[config.mk]
export PLATFORM = sky130hd
export DESIGN_NAME = ordered_id_set_table_core
export DESIGN_NICKNAME = d
export VERILOG_FILES = /design/src/rtl/core/oidset_pkg.sv /design/src/rtl/core/oidset_cell.sv /design/src/rtl/core/oidset_encoder.sv /design/src/rtl/core/ordered_id_set_table_core.sv
export SDC_FILE = /design/constraint.sdc
export NUM_CORES = 2
export LEC_CHECK = 0
export BUFFER_PORTS_ARGS = -buffer_cell sky130_fd_sc_hd__buf_2
export CAP_MARGIN = 40
export CORE_ASPECT_RATIO = 1.75
export CORE_MARGIN = 3
export CORE_UTILIZATION = 28
export CTS_CLUSTER_SIZE = 25
export DETAILED_ROUTE_END_ITERATION = 10
export PLACE_DENSITY_LB_ADDON = 0.2
export SKIP_CTS_REPAIR_TIMING = 1
export SLEW_MARGIN = 20
export SYNTH_ARGS = -nofsm -noshare
export SYNTH_HDL_FRONTEND = slang
export SYNTH_SLANG_ARGS = --single-unit
[constraint.sdc]
create_clock -name clk -period 10.2 [get_ports clk]
set_input_delay 3.06 -clock clk [delete_from_list [all_inputs] [get_ports clk]]
set_output_delay 3.06 -clock clk [all_outputs]
set_load 0.1 [all_outputs]
[src/rtl/core/oidset_pkg.sv]
// Shared types and constants for the ordered identifier set table.
package oidset_pkg;

  localparam int unsigned SLOTS_DEF = 64;
  localparam int unsigned ID_W      = 16;
  localparam int unsigned CMD_W     = 2;
  localparam int unsigned POS_W     = 6;
  localparam int unsigned OCC_W     = 7;

  localparam logic [CMD_W-1:0] CMD_FIND   = 2'd0;
  localparam logic [CMD_W-1:0] CMD_ADD    = 2'd1;
  localparam logic [CMD_W-1:0] CMD_REMOVE = 2'd2;

  // Broadcast controls from the sequencer to every cell of the chain.
  typedef struct packed {
    logic capture;    // latch the compare result for a new transaction
    logic remove_en;  // close the gap at and above the matched slot
    logic add_en;     // write the identifier into the first free slot
  } cell_ctl_t;

  typedef enum logic [1:0] {
    S_IDLE = 2'b01,
    S_EVAL = 2'b10
  } state_t;

endpackage

[src/rtl/core/oidset_cell.sv]
// One slot of the identifier chain: holds an identifier and compares it.
module oidset_cell import oidset_pkg::*; #(
  parameter int unsigned IDX = 0,
  parameter int unsigned IW  = 6,
  parameter int unsigned CW  = 7
) (
  input  logic            clk,
  input  logic            rst,
  input  cell_ctl_t       ctl,
  input  logic [ID_W-1:0] ident,
  input  logic [IW-1:0]   pos,
  input  logic [CW-1:0]   count,
  input  logic [ID_W-1:0] up_id,
  output logic [ID_W-1:0] id,
  output logic            match
);

  localparam logic [IW-1:0] MY_IDX   = IW'(IDX);
  localparam logic [CW-1:0] MY_IDX_C = CW'(IDX);

  logic [ID_W-1:0] id_next;

  // On a removal every slot from the match upwards takes its upper neighbour.
  always_comb begin
    id_next = id;
    priority if (ctl.remove_en && (MY_IDX >= pos)) begin
      id_next = up_id;
    end else if (ctl.add_en && (MY_IDX_C == count)) begin
      id_next = ident;
    end else begin
      id_next = id;
    end
  end

  always_ff @(posedge clk) begin
    if (rst) begin
      id <= '0;
    end else begin
      id <= id_next;
    end
  end

  always_ff @(posedge clk) begin
    if (ctl.capture) begin
      match <= (id == ident) && (ident != '0);
    end
  end

endmodule

[src/rtl/core/oidset_encoder.sv]
// Turns the one-hot match vector of the chain into a slot number and a hit flag.
module oidset_encoder import oidset_pkg::*; #(
  parameter int unsigned SLOTS = SLOTS_DEF,
  parameter int unsigned IW    = 6
) (
  input  logic [SLOTS-1:0] match_vec,
  output logic [IW-1:0]    pos,
  output logic             hit
);

  // Identifiers are unique, so at most one bit is set and an OR suffices.
  always_comb begin
    pos = '0;
    for (int i = 0; i < SLOTS; i++) begin
      if (match_vec[i]) begin
        pos = pos | IW'(i);
      end
    end
    hit = |match_vec;
  end

endmodule

[src/rtl/core/ordered_id_set_table_core.sv]
// Top level of the ordered identifier set table: sequencer, cell chain and result register.
//
// The table keeps up to SLOTS distinct nonzero 16-bit identifiers in insertion order,
// one per cell of a chain of identical cells, together with an occupancy count. Each
// input transaction carries a command (find, add or remove) and an identifier and
// produces exactly one result transaction giving ok, the slot concerned and the
// occupancy after the operation. In the cycle a transaction is accepted every cell
// compares its identifier with the incoming one and registers the outcome; then, in
// the evaluation state and once the output register can take the result, the match
// vector is encoded into a slot number, the chain is updated (a removal makes every
// cell at or above the match take its upper neighbour's identifier, an add writes the
// first free cell) and the result is loaded into the output register. The input is
// stalled throughout the evaluation state, so a new transaction is accepted only once
// the previous one has been evaluated. A result that is held by a stalled output does
// not block the next input transaction from being accepted; only its evaluation waits
// until the output register is free. Reset clears every cell and the count. Position
// is the low six bits of the slot and occupancy the low seven bits of the count.
module ordered_id_set_table_core import oidset_pkg::*; #(
  parameter int unsigned SLOTS = SLOTS_DEF
) (
  input  logic             clk,
  input  logic             rst,
  input  logic             in_valid,
  output logic             in_stall,
  input  logic [CMD_W-1:0] cmd,
  input  logic [ID_W-1:0]  ident,
  output logic             out_valid,
  input  logic             out_stall,
  output logic             ok,
  output logic [POS_W-1:0] position,
  output logic [OCC_W-1:0] occupancy
);

  localparam int unsigned IW = $clog2(SLOTS);
  localparam int unsigned CW = $clog2(SLOTS + 1);
  localparam logic [CW-1:0] FULL = CW'(SLOTS);

  state_t           state, state_next;
  logic [CMD_W-1:0] cmd_q;
  logic [ID_W-1:0]  ident_q;
  logic [CW-1:0]    count, count_next;

  logic [SLOTS-1:0]    match_vec;
  logic [ID_W-1:0]     ids [SLOTS];
  logic [IW-1:0]       hit_pos;
  logic                hit;
  cell_ctl_t           ctl;
  logic                accept;
  logic                fire;
  logic                res_ok;
  logic [IW-1:0]       res_pos;

  assign in_stall = (state != S_IDLE);
  assign accept   = in_valid && !in_stall;
  // The evaluation step may only run when the output register can take its result.
  assign fire     = (state == S_EVAL) && (!out_valid || !out_stall);

  // The cells compare against the live input identifier in the accept cycle and
  // against the held one while the chain is updated.
  logic [ID_W-1:0] cell_ident;
  assign cell_ident = accept ? ident : ident_q;

  oidset_encoder #(
    .SLOTS (SLOTS),
    .IW    (IW)
  ) u_encoder (
    .match_vec (match_vec),
    .pos       (hit_pos),
    .hit       (hit)
  );

  // Decide the outcome of the transaction held for evaluation.
  always_comb begin
    res_ok         = 1'b0;
    count_next     = count;
    ctl.capture    = accept;
    ctl.remove_en  = 1'b0;
    ctl.add_en     = 1'b0;
    unique case (cmd_q)
      CMD_FIND: begin
        res_ok = hit;
      end
      CMD_ADD: begin
        res_ok = (ident_q != '0) && !hit && (count != FULL);
        if (fire && res_ok) begin
          ctl.add_en = 1'b1;
          count_next = count + CW'(1);
        end
      end
      CMD_REMOVE: begin
        res_ok = hit;
        if (fire && res_ok) begin
          ctl.remove_en = 1'b1;
          count_next    = count - CW'(1);
        end
      end
      default: begin
        res_ok = 1'b0;
      end
    endcase
    // An add reports the slot it filled, which is the count before the add.
    if (cmd_q == CMD_ADD) begin
      res_pos = res_ok ? IW'(count) : '0;
    end else begin
      res_pos = res_ok ? hit_pos : '0;
    end
  end

  // The chain itself; the topmost cell takes zero from beyond the end.
  for (genvar g = 0; g < SLOTS; g++) begin : g_cell
    logic [ID_W-1:0] up_id;
    if (g == SLOTS - 1) begin : g_top
      assign up_id = '0;
    end else begin : g_mid
      assign up_id = ids[g+1];
    end
    oidset_cell #(
      .IDX (g),
      .IW  (IW),
      .CW  (CW)
    ) u_cell (
      .clk   (clk),
      .rst   (rst),
      .ctl   (ctl),
      .ident (cell_ident),
      .pos   (hit_pos),
      .count (count),
      .up_id (up_id),
      .id    (ids[g]),
      .match (match_vec[g])
    );
  end

  always_comb begin
    state_next = state;
    unique case (state)
      S_IDLE: begin
        if (accept) begin
          state_next = S_EVAL;
        end
      end
      S_EVAL: begin
        if (fire) begin
          state_next = S_IDLE;
        end
      end
      default: begin
        state_next = S_IDLE;
      end
    endcase
  end

  always_ff @(posedge clk) begin
    if (rst) begin
      state     <= S_IDLE;
      count     <= '0;
      out_valid <= 1'b0;
    end else begin
      state <= state_next;
      count <= count_next;
      if (fire) begin
        out_valid <= 1'b1;
      end else if (!out_stall) begin
        out_valid <= 1'b0;
      end
    end
  end

  always_ff @(posedge clk) begin
    if (accept) begin
      cmd_q   <= cmd;
      ident_q <= ident;
    end
    if (fire) begin
      ok        <= res_ok;
      position  <= POS_W'(res_pos);
      occupancy <= OCC_W'(count_next);
    end
  end

  // The count never runs past the number of cells.
  assert property (@(posedge clk) disable iff (rst) count <= FULL)
    else $error("occupancy count exceeds the number of slots");

  // Stored identifiers are distinct, so a compare never hits in two cells.
  assert property (@(posedge clk) disable iff (rst)
    (state == S_EVAL) |-> $onehot0(match_vec))
    else $error("more than one cell matched the identifier");

  // The top cell is empty whenever the table is not full.
  assert property (@(posedge clk) disable iff (rst)
    (count != FULL) |-> (ids[SLOTS-1] == '0))
    else $error("top cell holds an identifier while the table is not full");

  // An evaluation always leaves a result in the output register and frees the input.
  assert property (@(posedge clk) disable iff (rst)
    fire |=> (out_valid && (state == S_IDLE)))
    else $error("evaluation did not deliver a result");

  // An accepted transaction always moves the sequencer into the evaluation state.
  assert property (@(posedge clk) disable iff (rst)
    accept |=> (state == S_EVAL))
    else $error("accepted transaction was not taken into evaluation");

endmodule

==> results.md <==
* Reg-to-reg setup timing slack at 4830 ps
* Drt pass-1 iters at 6
* Max_slew headroom at 34.6%
* Number of DRC markers in iteration 0 at 6076
* Leak Pwr at 21.4 nW
* Dpl cells at 9813
* Io pins at 38
* Row count at 227
* Power Total at 0.0111 W
* Wire length per cell at 30.4 um
* Die Area at 0.227 mm^2
* Max Buffers Root-to-Sink at 3
* Hold Path Stages at 2
* Post-Route WL at 305000 um
* Sequential-to-total area share from yosys stat at 37.8%
* Max-Cap Viols at 0
* Area Overhead vs Synth at 13.5%
* First-pass GRT wire length at 431000 um
* Post-synth EDFFs at 80
* Setup violators final at 0
* Syn avg cell area at 8.52 um^2
* Yosys top cell area share at 33.9%
* Final ANT Viol Nets at 0
* Status: completed
* Clock Skews at 34.6 ps
* Port Buffers at 37
* Setup TNS Final at 0 ps
* Unrepaired setup endpoints after global routing: no
* Number of global-route vias before repair at 56985
* DRC at 0
* Final #Nets at 7106
* Mapped Area at 0.0619 mm^2
* Final hold violations at 0
* Count of pins over their slew limit at 0
* Final Cell Area at 0.0703 mm^2
* Die span in y at 628 um
* Worst r2r dst: g_cell[13].u_cell.id[11]
* Initial antenna violation count at 8
* Top FF cell, synth: dfxtp_1
* DR vias/cell at 5.74
* Crit path kind: in -> reg
* # clock sinks at 1130
* Synth area leaders: dfxtp_1 34%, xnor2_1 14%, nand2_1 6.8%, a21oi_1 6.1%, mux2_2 4.6%
* Worst EP arrival at 6770 ps
* Maximum number of pins on one net before global-route repair at 168
* CTS tree: built
* Detailed Place HPWL at 206000 um
* Slew of the pin with the lowest slew margin at 974 ps
* Worst IR drop on VDD at 199 uV
* Finished Layout Cells at 10037
* Final Wtd Congestion at 0.976
* PwrDens at 157 mW/mm^2
* Fill count at 23002
* Die width at 362 um
* Effective utilization at floorplan at 28.2%
* Synth Register Bits at 1130
* Largest area contributor in the netlist: dfxtp_1
* Cells after Synth at 7269
* Hold path startpoint: g_cell[62].u_cell.id[8]
* Htree depth at 3
* Final min period at 6170 ps
* Hold Path Sink: g_cell[61].u_cell.id[8]
* CORE AREA at 0.219 mm^2
* Worst r2r src: g_cell[58].u_cell.match
* Ys Warns at 0
* Reg clk slew, reported paths at 70 ps
* CTS root buf: clkbuf_16
* CP Data Required Time at 10800 ps
* CP Launch Type: input port
* Vias at 57647
* Hold crit path type: reg -> reg
* Largest fanout on the critical path at 69
* Unique cell type count in the Yosys netlist at 88
* CTS buffer count at 110
* Layout cells sized above 1 at 13.9%
* Post-Syn Nets at 7299
* Placed Area at 0.0664 mm^2
* R2R cell count at 9
* Ys async rst share at 0%
* Crit end category: flip-flop
* Gr usage total at 25.8%
* Max Fclk at 0.162 GHz
* Worst-Skew Late Latency at 770 ps
* Tcrit/Tclk final at 60.5%
* GRT overflow at 0
[layout by cell type (no fill, tap or decap), drive strengths merged, types with 175 or more instances in the layout]
| cell | instances |
|---|---|
| a21oi | 754 |
| a22oi | 277 |
| buf | 337 |
| clkbuf | 175 |
| dfxtp | 1050 |
| mux2 | 273 |
| nand2 | 1126 |
| nand3 | 208 |
| nor2 | 233 |
| nor4 | 336 |
| o21ai | 179 |
| xnor2 | 1024 |
[worst max path at each step]
stage / start / to / slack, ps / cells after the start
2_1_floorplan: out_stall / g_cell[2].u_cell.id[10] / 4630 / 9
3_3_place_gp: in_valid / g_cell[61].u_cell.match / 2960 / 9
3_5_place_dp: in_valid / g_cell[16].u_cell.match / 3310 / 10
4_1_cts: in_valid / g_cell[59].u_cell.match / 4100 / 10
5_1_grt: in_valid / g_cell[6].u_cell.id[3] / 4090 / 10
6_report: in_valid / g_cell[5].u_cell.id[3] / 4030 / 10
[state kept, by name (all words and copies together), names as in the netlist]
signal	flops
g_cell.u_cell.id	1024
count	7
ok	1
ident_q	16
g_cell.u_cell.match	64
out_valid	1
position	6
occupancy	7
cmd_q	2
state	2
[cell type report]
class	count	area, um^2	share of cell area, %
repair buffers	339	3060	4.36
inverters	48	205	0.292
diodes	7	17.5	0.0249
flip-flops and latches	1130	23400	33.3
well taps	2862	3580	5.09
clock buffers	173	3470	4.93
multi-input cells	5447	36300	51.6
clock inverters	31	259	0.368
[logic make-up after synthesis]
family	synth area share, %
xor+xnor	14.5
fa+ha+maj	0.162
flops	37.8
mux	7.00
buf+inv	4.64
compound gates	18.0
simple gates	17.9
[power breakdown]
part / internal (W) / switching [W] / total (W)
registers: 0.00449 / 0.0000457 / 0.00453
clock network: 0.00240 / 0.00199 / 0.00440
logic: 0.000605 / 0.00153 / 0.00214
[cell usage after synthesis, drive strengths merged, types with 25 or more instances]
master   instances
nand2         1126
dfxtp         1050
xnor2         1024
a21oi          754
clkbuf         466
nor4           336
a22oi          277
mux2           273
nor2           233
nand3          208
o21ai          179
buf            178
o211ai         130
mux2i          126
nor3           105
o22ai          104
nand4           89
edfxtp          80
nand3b          48
a21o            46
o221a           46
inv             39
a211oi          30
a31oi           29
o2bb2ai         25
[critical path, stage by stage]
cell and delay (ps):
buf_2 90, nand3b_1 70, buf_4 500, mux2i_4 360, buf_12 640, clkinv_2 750, buf_4 600, mux2_2 400
nand2_1 70, a21oi_1 80
[per-layer routing]
metal / vias to the layer above / track usage, % / part of all wire (%)
met5: - / 0 / 0.013
met4: 6 / 21.0 / 9.8
met3: 1000 / 3.88 / 6.4
met2: 2719 / 43.9 / 48
met1: 28423 / 28.4 / 36
li1: 25499 / - / -
[through the flow]
stage / setup slack, ps / hold WS, ps / utilization [%]
CTS: 4100 / 467 / 32.0
detailed placement: 3310 / 459 / 30.3
global route: 4090 / 484 / 32.0
global placement: 2960 / 453 / 29.8
floorplan: 4630 / 444 / -
finish: 4030 / 464 / 32.1
Power figures use the tool's default switching activity.
